<file path="src/sv/kabf_pkg.sv">
// shared types, constants and helper functions for the angle and bias kalman filter
package kabf_pkg;

    localparam int DT_FRAC  = 20;
    localparam int COV_FRAC = 24;
    localparam int REG_W    = 25;
    localparam int CFG_IDX_W = 2;
    localparam int PROD_W   = 68;
    localparam int OPA_W    = 35;
    localparam int OPB_W    = 33;
    localparam int QUOT_W   = COV_FRAC + 32;

    localparam logic [REG_W-1:0] QA_RESET =
        REG_W'(((64'd1 << COV_FRAC) + 64'd500) / 64'd1000);
    localparam logic [REG_W-1:0] QB_RESET =
        REG_W'(((64'd3 << COV_FRAC) + 64'd500) / 64'd1000);
    localparam logic [REG_W-1:0] RM_RESET =
        REG_W'(((64'd30 << COV_FRAC) + 64'd500) / 64'd1000);

    localparam logic signed [PROD_W-1:0] HALF_DT  = PROD_W'(1) <<< (DT_FRAC - 1);
    localparam logic signed [PROD_W-1:0] HALF_COV = PROD_W'(1) <<< (COV_FRAC - 1);
    localparam logic signed [69:0] S32_MAX = 70'sd2147483647;
    localparam logic signed [69:0] S32_MIN = -70'sd2147483648;

    typedef enum logic [CFG_IDX_W-1:0] {
        CFG_ANGLE_Q = 2'd0,
        CFG_BIAS_Q  = 2'd1,
        CFG_MEAS_R  = 2'd2
    } t_cfg_idx;

    typedef struct packed {
        logic signed [24:0] measured_angle;
        logic signed [27:0] gyro_rate;
        logic        [20:0] time_step;
    } t_in;

    typedef struct packed {
        logic signed [31:0] filtered_angle;
        logic signed [31:0] bias_estimate;
        logic signed [31:0] unbiased_rate;
    } t_out;

    typedef enum logic [3:0] {
        M_NONE, M_DT_RATE, M_DT_BB, M_QB_DT, M_DT_INNER,
        M_K0_Y, M_K1_Y, M_K0_P00, M_K0_P01, M_K1_P00, M_K1_P01
    } t_mul;

    typedef enum logic [3:0] {
        W_NONE, W_ANGLE_DT, W_T1, W_BB_Q, W_AA_PRED,
        W_ANGLE_K, W_BIAS_K, W_AA_K, W_AB_K, W_BA_K, W_BB_K
    } t_wb;

    typedef enum logic [4:0] {
        ST_IDLE, ST_RATE, ST_BB, ST_QB, ST_INNER, ST_AA,
        ST_DIV0_GO, ST_DIV0_WAIT, ST_DIV1_GO, ST_DIV1_WAIT,
        ST_C1, ST_C2, ST_C3, ST_C4, ST_C5, ST_C6, ST_C7, ST_OUT
    } t_state;

    typedef struct packed {
        logic load;
        t_mul mul;
        t_wb  wb;
        logic div_start;
        logic div_num_ba;
        logic corr_latch;
        logic k0_latch;
        logic k1_latch;
        logic out_load;
    } t_cmd;

    typedef struct packed {
        logic div_done;
    } t_stat;

    function automatic logic signed [31:0] sat32(input logic signed [69:0] v);
        if (v > S32_MAX) begin
            return 32'sh7fffffff;
        end else if (v < S32_MIN) begin
            return 32'sh80000000;
        end
        return 32'(v);
    endfunction

    function automatic logic signed [PROD_W-1:0] rnd_shift(
        input logic signed [PROD_W-1:0] p,
        input logic                     cov
    );
        logic signed [PROD_W-1:0] t;
        t = p + (cov ? HALF_COV : HALF_DT);
        return cov ? (t >>> COV_FRAC) : (t >>> DT_FRAC);
    endfunction

endpackage

</file>
<file path="src/sv/kabf_ctrl.sv">
// controller: sequences prediction, gain divides and correction for each word
module kabf_ctrl (
    input  logic            i_clk,
    input  logic            i_rst_n,
    input  logic            i_in_valid,
    output logic            o_in_ready,
    output logic            o_out_valid,
    input  logic            i_out_ready,
    input  kabf_pkg::t_stat i_stat,
    output kabf_pkg::t_cmd  o_cmd
);
    kabf_pkg::t_state r_state, n_state;
    logic             r_out_valid, n_out_valid;

    always_ff @(posedge i_clk) begin
        if (!i_rst_n) begin
            r_state     <= kabf_pkg::ST_IDLE;
            r_out_valid <= 1'b0;
        end else begin
            r_state     <= n_state;
            r_out_valid <= n_out_valid;
        end
    end

    always_comb begin
        n_state     = r_state;
        n_out_valid = r_out_valid && !i_out_ready;
        o_cmd       = '0;
        o_cmd.mul   = kabf_pkg::M_NONE;
        o_cmd.wb    = kabf_pkg::W_NONE;
        case (r_state)
            kabf_pkg::ST_IDLE: begin
                if (i_in_valid) begin
                    o_cmd.load = 1'b1;
                    n_state    = kabf_pkg::ST_RATE;
                end
            end
            kabf_pkg::ST_RATE: begin
                o_cmd.mul = kabf_pkg::M_DT_RATE;
                n_state   = kabf_pkg::ST_BB;
            end
            kabf_pkg::ST_BB: begin
                o_cmd.wb  = kabf_pkg::W_ANGLE_DT;
                o_cmd.mul = kabf_pkg::M_DT_BB;
                n_state   = kabf_pkg::ST_QB;
            end
            kabf_pkg::ST_QB: begin
                o_cmd.wb  = kabf_pkg::W_T1;
                o_cmd.mul = kabf_pkg::M_QB_DT;
                n_state   = kabf_pkg::ST_INNER;
            end
            kabf_pkg::ST_INNER: begin
                o_cmd.wb  = kabf_pkg::W_BB_Q;
                o_cmd.mul = kabf_pkg::M_DT_INNER;
                n_state   = kabf_pkg::ST_AA;
            end
            kabf_pkg::ST_AA: begin
                o_cmd.wb = kabf_pkg::W_AA_PRED;
                n_state  = kabf_pkg::ST_DIV0_GO;
            end
            kabf_pkg::ST_DIV0_GO: begin
                o_cmd.div_start  = 1'b1;
                o_cmd.corr_latch = 1'b1;
                n_state          = kabf_pkg::ST_DIV0_WAIT;
            end
            kabf_pkg::ST_DIV0_WAIT: begin
                if (i_stat.div_done) begin
                    o_cmd.k0_latch = 1'b1;
                    n_state        = kabf_pkg::ST_DIV1_GO;
                end
            end
            kabf_pkg::ST_DIV1_GO: begin
                o_cmd.div_start  = 1'b1;
                o_cmd.div_num_ba = 1'b1;
                n_state          = kabf_pkg::ST_DIV1_WAIT;
            end
            kabf_pkg::ST_DIV1_WAIT: begin
                if (i_stat.div_done) begin
                    o_cmd.k1_latch = 1'b1;
                    n_state        = kabf_pkg::ST_C1;
                end
            end
            kabf_pkg::ST_C1: begin
                o_cmd.mul = kabf_pkg::M_K0_Y;
                n_state   = kabf_pkg::ST_C2;
            end
            kabf_pkg::ST_C2: begin
                o_cmd.wb  = kabf_pkg::W_ANGLE_K;
                o_cmd.mul = kabf_pkg::M_K1_Y;
                n_state   = kabf_pkg::ST_C3;
            end
            kabf_pkg::ST_C3: begin
                o_cmd.wb  = kabf_pkg::W_BIAS_K;
                o_cmd.mul = kabf_pkg::M_K0_P00;
                n_state   = kabf_pkg::ST_C4;
            end
            kabf_pkg::ST_C4: begin
                o_cmd.wb  = kabf_pkg::W_AA_K;
                o_cmd.mul = kabf_pkg::M_K0_P01;
                n_state   = kabf_pkg::ST_C5;
            end
            kabf_pkg::ST_C5: begin
                o_cmd.wb  = kabf_pkg::W_AB_K;
                o_cmd.mul = kabf_pkg::M_K1_P00;
                n_state   = kabf_pkg::ST_C6;
            end
            kabf_pkg::ST_C6: begin
                o_cmd.wb  = kabf_pkg::W_BA_K;
                o_cmd.mul = kabf_pkg::M_K1_P01;
                n_state   = kabf_pkg::ST_C7;
            end
            kabf_pkg::ST_C7: begin
                o_cmd.wb = kabf_pkg::W_BB_K;
                n_state  = kabf_pkg::ST_OUT;
            end
            kabf_pkg::ST_OUT: begin
                if (!r_out_valid || i_out_ready) begin
                    o_cmd.out_load = 1'b1;
                    n_out_valid    = 1'b1;
                    n_state        = kabf_pkg::ST_IDLE;
                end
            end
            default: n_state = kabf_pkg::ST_IDLE;
        endcase
    end

    assign o_in_ready  = (r_state == kabf_pkg::ST_IDLE);
    assign o_out_valid = r_out_valid;

endmodule

</file>
<file path="config.mk">
export PLATFORM = sky130hd
export DESIGN_NAME = kabf_ctrl
export DESIGN_NICKNAME = d
export VERILOG_FILES = /design/src/sv/kabf_pkg.sv /design/src/sv/kabf_ctrl.sv
export SDC_FILE = /design/constraint.sdc
export NUM_CORES = 1
export LEC_CHECK = 0
export ABC_CLOCK_PERIOD_IN_PS = 4400
export BUFFER_PORTS_ARGS = -buffer_cell sky130_fd_sc_hd__buf_2
export CORE_UTILIZATION = 45
export CTS_CLUSTER_DIAMETER = 50
export DETAILED_ROUTE_END_ITERATION = 8
export HOLD_SLACK_MARGIN = 0.08
export PLACE_DENSITY = 0.8
export SETUP_SLACK_MARGIN = 0.4
export SLEW_MARGIN = 0
export SYNTH_ARGS = -nofsm -noshare
export SYNTH_HDL_FRONTEND = slang
export SYNTH_SLANG_ARGS = --single-unit
</file>
<file path="constraint.sdc">
create_clock -name i_clk -period 4.4 [get_ports i_clk]
set_input_delay 0.88 -clock i_clk [delete_from_list [all_inputs] [get_ports i_clk]]
set_output_delay 0.88 -clock i_clk [all_outputs]
set_load 0.02 [all_outputs]
</file>
* After elaboration in Yosys (flattened, before gate mapping)
Index checks and enable logic that the tools add are counted.
** Word-level totals
- Register bits after elaboration :: 6
- Latch bits :: 0
- Bits in writable memories :: 0
- ROM bits :: 0
- Input port bits :: 5
- Output and inout port bits :: 17
- Logic and storage cells :: 49
- Memories :: 0
** Cells by class
- Add/sub/neg operators :: 0
- $mul :: 0
- Div/mod/pow operators :: 0
- Order comparisons :: 0
- Equal/unequal tests :: 21
- Shifts and indexed selects :: 0
- Multiplexer cells :: 19
- Bitwise gates (word level) :: 0
- Reductions and logical operators :: 7
** Operators by type and width (number)
- $pmux W5 S18 :: 1
- $pmux W4 S10 :: 2
- $eq A5 B4 Y1 const B :: 8
- $eq A5 B3 Y1 const B :: 4
- $mux W5 :: 4
- $mux W1 :: 12
- $eq A5 B2 Y1 const B :: 2
- $eq A5 B5 Y1 const B :: 2
- $ne A2 B2 Y1 const B :: 4
- $eq A5 B1 Y1 const B :: 1
- $logic_not A5 Y1 :: 1
- $reduce_and A4 Y1 :: 1
- $logic_not A1 Y1 :: 2
- $reduce_or A2 Y1 :: 1
- $logic_and A1 B1 Y1 :: 1
- $logic_or A1 B1 Y1 :: 1

* Logic depth before layout (Yosys ltp)
Gate-level depths: netlist (run 1).
- Depth in word-level cells :: 4
- Gate-level depth with buffers :: 5
- Gate-level depth less buffers :: 4

* Worst setup path before layout (run 1)
OpenSTA, ideal clock, no wires.
- Kind :: flip-flop to output port
- Start point :: register r_state[3]
- End point :: output o_cmd[6] (netlist name)
- Arrival time :: 1461 ps
- Required time :: 3520 ps
- Slack :: 2059 ps
- Cell stages (with the launch flop) :: 5
- Buffers on the path :: 2
- Cell sequence :: dfxtp_1 -> buf_6 -> clkbuf_1 -> nor2_1 -> nor4_1
** RTL lines
- start, declared :: line kabf_ctrl.sv:12 : kabf_pkg::t_state r_state, n_state;
- start signal, assigned :: line kabf_ctrl.sv:17 : r_state <= kabf_pkg::ST_IDLE;
- start signal, assigned :: line kabf_ctrl.sv:20 : r_state <= n_state;
- end, declared :: line kabf_ctrl.sv:10 : output kabf_pkg::t_cmd o_cmd

==> impl_metrics.ini, run 1 <==
[outcome]
outcome = complete, no violations

[setup_path]
crit_arrival_ps = 1980
crit_path_max_fanout = 17
crit_type = reg2out
startpoint_type = flop
cp-end-kind = output pin
critPathRequiredTime_ps = 3520

[global_route]
top_usage_layer = met1
antenna_found_initial = 0
grt_start_max_net_pins = 24
grtUsageMet2_pct = 27.1
grt_use_met3_pct = 3.47
grt_pass1_vias = 490
grtUsageMet1_pct = 30.8
grt_usage_pct = 21.1
overflow = 0
grt_pass1_wl_microns = 2190

[yosys]
synth.cell_area_sq_um = 614
synth_most_common_cell = nor2_1
synth_ff_type = dfxtp_1
ys_ff_latch = 6
synth_top_area_share_pct = 19.6
yosysUniqueCellTypes = 36
synth_common_cells = nor2_1, dfxtp_1, nand2_1
synthSimpleGateAreaFrac_pct = 39.1
synthArstFlopShare_pct = 0
synth_edf_count = 0
synth-xor-area-share_pct = 1.43
synth.area.mux_share_pct = 1.63
ys_seq_area_share_pct = 19.6
synth_cells = 87
yosys_warnings = 0
synth_adder_area_share_pct = 0
synth_top_family_by_area = simple AND/OR/NAND/NOR gates
yosysTopAreaCell = dfxtp_1
syn_avg_cell_area_sq_um = 7.06
synth-compound-area-share_pct = 27.9
synth.top_cells.by_area = dfxtp_1, nor2_1, nor3b_1
syn-num-nets = 92

[layout]
final_cell_area_sq_um = 703
drive_above_1_share_pct = 26.5
diodes = 0
nets = 109
area_delta_synth_final_pct = 14.5

[clock_tree]
cts-resized-gates = 0
clk_path_buf_depth = 2
clk_latency_ps = 240
cts_setup_buffers = 0
ctsHoldBuffers = 0
path_clk_slew_ps = 40
cts-root-buf = clkbuf_4
cts_sinks = 6
htreeDepth = 1
numCtsBuffers = 3
cts_tree = built

[placed_design]
place_congestion = 0.847
post-place-ws_ps = 1790
placed_area_sq_um = 681
hpwlAfterDp_microns = 964
port_buffers = 21

[sta]
clock_skew_ps = 0.465
drv_slew = 0
finalWorstSetupSlack_ps = 1540
period_minus_slack_ps = 2860
fin_setup_tns_ps = 0
post-route-period-util_pct = 65.1
tightest_slew_ps = 698
relSlewSlack_pct = 53.4
rsz0062_at_grt = no
report.final.setup_viol = 0
fmax_mhz = 349
fin_hold_ws_ps = 616
finalHoldViolations = 0

[hold_path]
hold_path.class = reg2reg

[detailed_routing]
first_iter_violations = 27
wl_microns = 1350
detail_route.wl_per_cell_microns = 11.6
firstDrtPassIters = 4
via_per_inst = 5.66
drc = 0
via_count = 657
ant_nets = 0

[die]
ios = 22
start_util_pct = 51.8
fp.dieW_microns = 39.0
die_y_microns = 39.0
row_count = 12
die_area_sq_um = 1520
core_sq_um = 1190

[flow_run]
drv_cap = 0

[pwr]
p_total_w = 0.000172
p_leak_nw = 0.343
p_per_area_nw_per_um2 = 244
peakVddDrop_mv = 0.197
## worst paths after layout
check                            endpoint               startpoint  cells past startpoint  slack, ps
hold / removal     o_out_valid$_SDFF_PN0_   o_out_valid$_SDFF_PN0_                      2        620
setup / recovery                 o_cmd[7]  r_state[4]$_SDFFE_PN0P_                      5       1540
hold reg to reg    o_out_valid$_SDFF_PN0_   o_out_valid$_SDFF_PN0_                      2        620
setup reg to reg  r_state[1]$_SDFFE_PN0P_  r_state[0]$_SDFFE_PN0P_                      4       2580
## final cells by class
cell class | instances | area [sq um]
Fill cell | 115 | 483
Multi-Input combinational cell | 70 | 430
Sequential cell | 6 | 120
Timing Repair Buffer | 21 | 105
Clock buffer | 3 | 22.5
Tap cell | 14 | 17.5
Inverter | 2 | 7.51
## power breakdown
group          switching [W]  total (W)  internal [W]  leakage, nW
combinational      0.0000301  0.0000529     0.0000228        0.281
sequential         0.0000138  0.0000712     0.0000574       0.0488
clock              0.0000169  0.0000476     0.0000306       0.0138
## registers in the layout (all words and copies together) (netlist names)
signal,cells
o_out_valid,1
r_state,5
## worst max-delay path, stage by stage (launching register included)
cell     delay, ps
dfxtp_1        640
inv_1          230
or4_1          450
o31a_1         130
o32ai_2        110
buf_2          200
## metrics by stage
stage          util [%]  std cells
6_report           59.3        116
5_1_grt            59.3        116
4_1_cts            59.3        116
3_5_place_dp       57.4        113
3_3_place_gp       57.4        113
2_1_floorplan         -         87
## kinds of logic after synthesis
family,Yosys count
AOI/OAI and AO/OA,23
xor gates and xnor gates,1
buffers and inverters,11
DFF,6
muxes,1
and+or+nand+nor,45
## per-layer routing
layer | up-vias | routed length [microns]
li1 | 348 | -
met3 | 0 | 66
met1 | 290 | 620
met4 | 0 | 0
met5 | - | 0
met2 | 19 | 663
## cell usage in the layout, fill, tap and decap left out, drive strengths merged, types with 3 or more instances in the layout
cell type	synthesis	layout
a21oi	5	5
buf	6	21
clkbuf	3	3
dfxtp	6	6
nand2	6	6
nand3	5	5
nor2	12	12
nor2b	3	3
nor3	4	4
nor3b	4	4
o21ai	4	4
(Power assumes the default switching activity.)
==> run 2, diff against run 1 <==
--- a/config.mk
+++ b/config.mk
@@ -5,7 +5,7 @@
 export SDC_FILE = /design/constraint.sdc
 export NUM_CORES = 1
 export LEC_CHECK = 0
-export ABC_CLOCK_PERIOD_IN_PS = 4400
+export ABC_CLOCK_PERIOD_IN_PS = 2950
 export BUFFER_PORTS_ARGS = -buffer_cell sky130_fd_sc_hd__buf_2
 export CORE_UTILIZATION = 45
 export CTS_CLUSTER_DIAMETER = 50
==> constraint.sdc (replaced) <==
create_clock -name i_clk -period 2.95 [get_ports i_clk]
set_input_delay 0.59 -clock i_clk [delete_from_list [all_inputs] [get_ports i_clk]]
set_output_delay 0.59 -clock i_clk [all_outputs]
set_load 0.02 [all_outputs]
==> run 2 against run 1 <==
Clock skew grew 10 ps; combinational power grew 63%; count of clock-buffer cells in the layout is the same; routed wire length grew 5.4%; power grew 53%; highest routed layer is now met4; critical path depth is the same.
==> impl_metrics.ini, run 2 (same netlist as run 1, synthesis figures left out) <==
[sta]
period_minus_slack_ps = 2360
post-route-period-util_pct = 79.9
finalWorstSetupSlack_ps = 592
relSlewSlack_pct = 58.1
report.final.setup_viol = 0
fin_setup_tns_ps = 0
clock_skew_ps = 10.7
fmax_mhz = 424
tightest_slew_ps = 627
rsz0062_at_grt = no
drv_slew = 0
finalHoldViolations = 0

[clock_tree]
cts_tree = built
htreeDepth = 1
cts_sinks = 6
path_clk_slew_ps = 50
cts-root-buf = clkbuf_4
clk_path_buf_depth = 2
numCtsBuffers = 3
ctsHoldBuffers = 0
clk_latency_ps = 250

[global_route]
overflow = 0
grt_usage_pct = 21.9
antenna_found_initial = 0
grt_pass1_vias = 527
grt_pass1_wl_microns = 2270
grt_start_max_net_pins = 23

[layout]
final_common_cell = buf_2
largest_register_ffs = 5
area_delta_synth_final_pct = 15.9
final_cell_area_sq_um = 712
drive_above_1_share_pct = 28.2
regMostFlops = r_state
diodes = 0
final_cell_mix = buf_2, nor2_1, nand2_1
nets = 110
post-route-util_pct = 60.0

[detailed_routing]
firstDrtPassIters = 4
via_count = 696
drc = 0
via_per_inst = 5.95
ant_nets = 0
first_iter_violations = 29
detail_route.wl_per_cell_microns = 12.2
wl_microns = 1420

[die]
start_util_pct = 51.8
die_y_microns = 39.0
core_sq_um = 1190
die_area_sq_um = 1520
row_count = 12
ios = 22
fp.dieW_microns = 39.0

[setup_path]
startpoint_type = flop
cp-end-kind = output pin
r2r_slack_ps = 1270
crit_path_max_fanout = 17
crit_arrival_ps = 1770
crit_type = reg2out
critPathRequiredTime_ps = 2360

[pwr]
peakVddDrop_mv = 0.302
power_switching_share_pct = 36.1
clockPowerShare_pct = 28.7
pwr-share-comb_pct = 32.9
p_seq_share_pct = 38.4
p_total_w = 0.000262
intPower_w = 0.000167
p_per_area_nw_per_um2 = 368
p_leak_nw = 0.349
p_switching_w = 0.0000947

[placed_design]
place_congestion = 0.832
port_buffers = 21
placed_area_sq_um = 688
post-place-ws_ps = 631
hpwlAfterDp_microns = 985

[flow_run]
drv_cap = 0

[hold_path]
hold_path.class = reg2reg

[outcome]
outcome = complete, no violations
run 2: changes by cell type in the layout (fill, tap and decap cells not counted):
cell,previous run,this run
buf_4,0,1
dfxtp_1,6,5
dfxtp_2,0,1
run 2: path summary, 6_finish.rpt:
path / startpoint / endpoint / cells past startpoint
hold reg to reg: r_state[4]$_SDFFE_PN0P_ / r_state[3]$_SDFFE_PN0P_ / 1
hold / removal: r_state[4]$_SDFFE_PN0P_ / r_state[3]$_SDFFE_PN0P_ / 1
setup / recovery: r_state[4]$_SDFFE_PN0P_ / o_cmd[7] / 5
setup reg to reg: r_state[3]$_SDFFE_PN0P_ / r_state[2]$_SDFFE_PN0P_ / 4
run 2: metrics by stage:
step	hold slack [ps]	cells
after floorplan	639	87
after global placement	600	114
after detailed placement	619	114
after CTS	626	117
after global routing	629	117
final	629	117
run 2: power groups by stage:
| stage | logic [W] | clock network [W] | registers (W) |
|---|---|---|---|
| final | 0.0000862 | 0.0000752 | 0.000101 |
| after global routing | 0.0000952 | 0.0000815 | 0.000102 |
| after CTS | 0.0000862 | 0.0000776 | 0.000100 |
| after detailed placement | 0.0000860 | 0 | 0.000102 |
| after global placement | 0.0000858 | 0 | 0.000102 |
| after floorplan | 0.0000794 | 0 | 0.0000895 |
run 2: critical path, cell delays in order (launching register included):
cell and delay [ps]:
dfxtp_2 490, inv_1 180, or4_1 430, o31a_1 120, o32ai_2 110, buf_2 200
run 2: area by class of cell:
type / count / area [sq um]
clock buffer: 3 / 22.5
fill: 105 / 474
inverter: 2 / 7.51
multi-input combinational: 70 / 430
sequential: 6 / 121
tap: 14 / 17.5
timing repair buffer: 22 / 113
run 2: what timing repair did:
item / in CTS / in global routing
gates resized for setup: 1 / 0
setup buffers: 0 / 0
endpoints found under the setup margin: 1 / 0
run 2: routing by layer:
layer  global-route usage [%]  part of all wire [%]  vias to the layer above
li1                         -                     -                      352
met1                     29.9                    44                      308
met2                     31.7                    47                       34
met3                     5.20                   9.0                        2
met4                     10.3                  0.56                        0
met5                        0                     0                        -
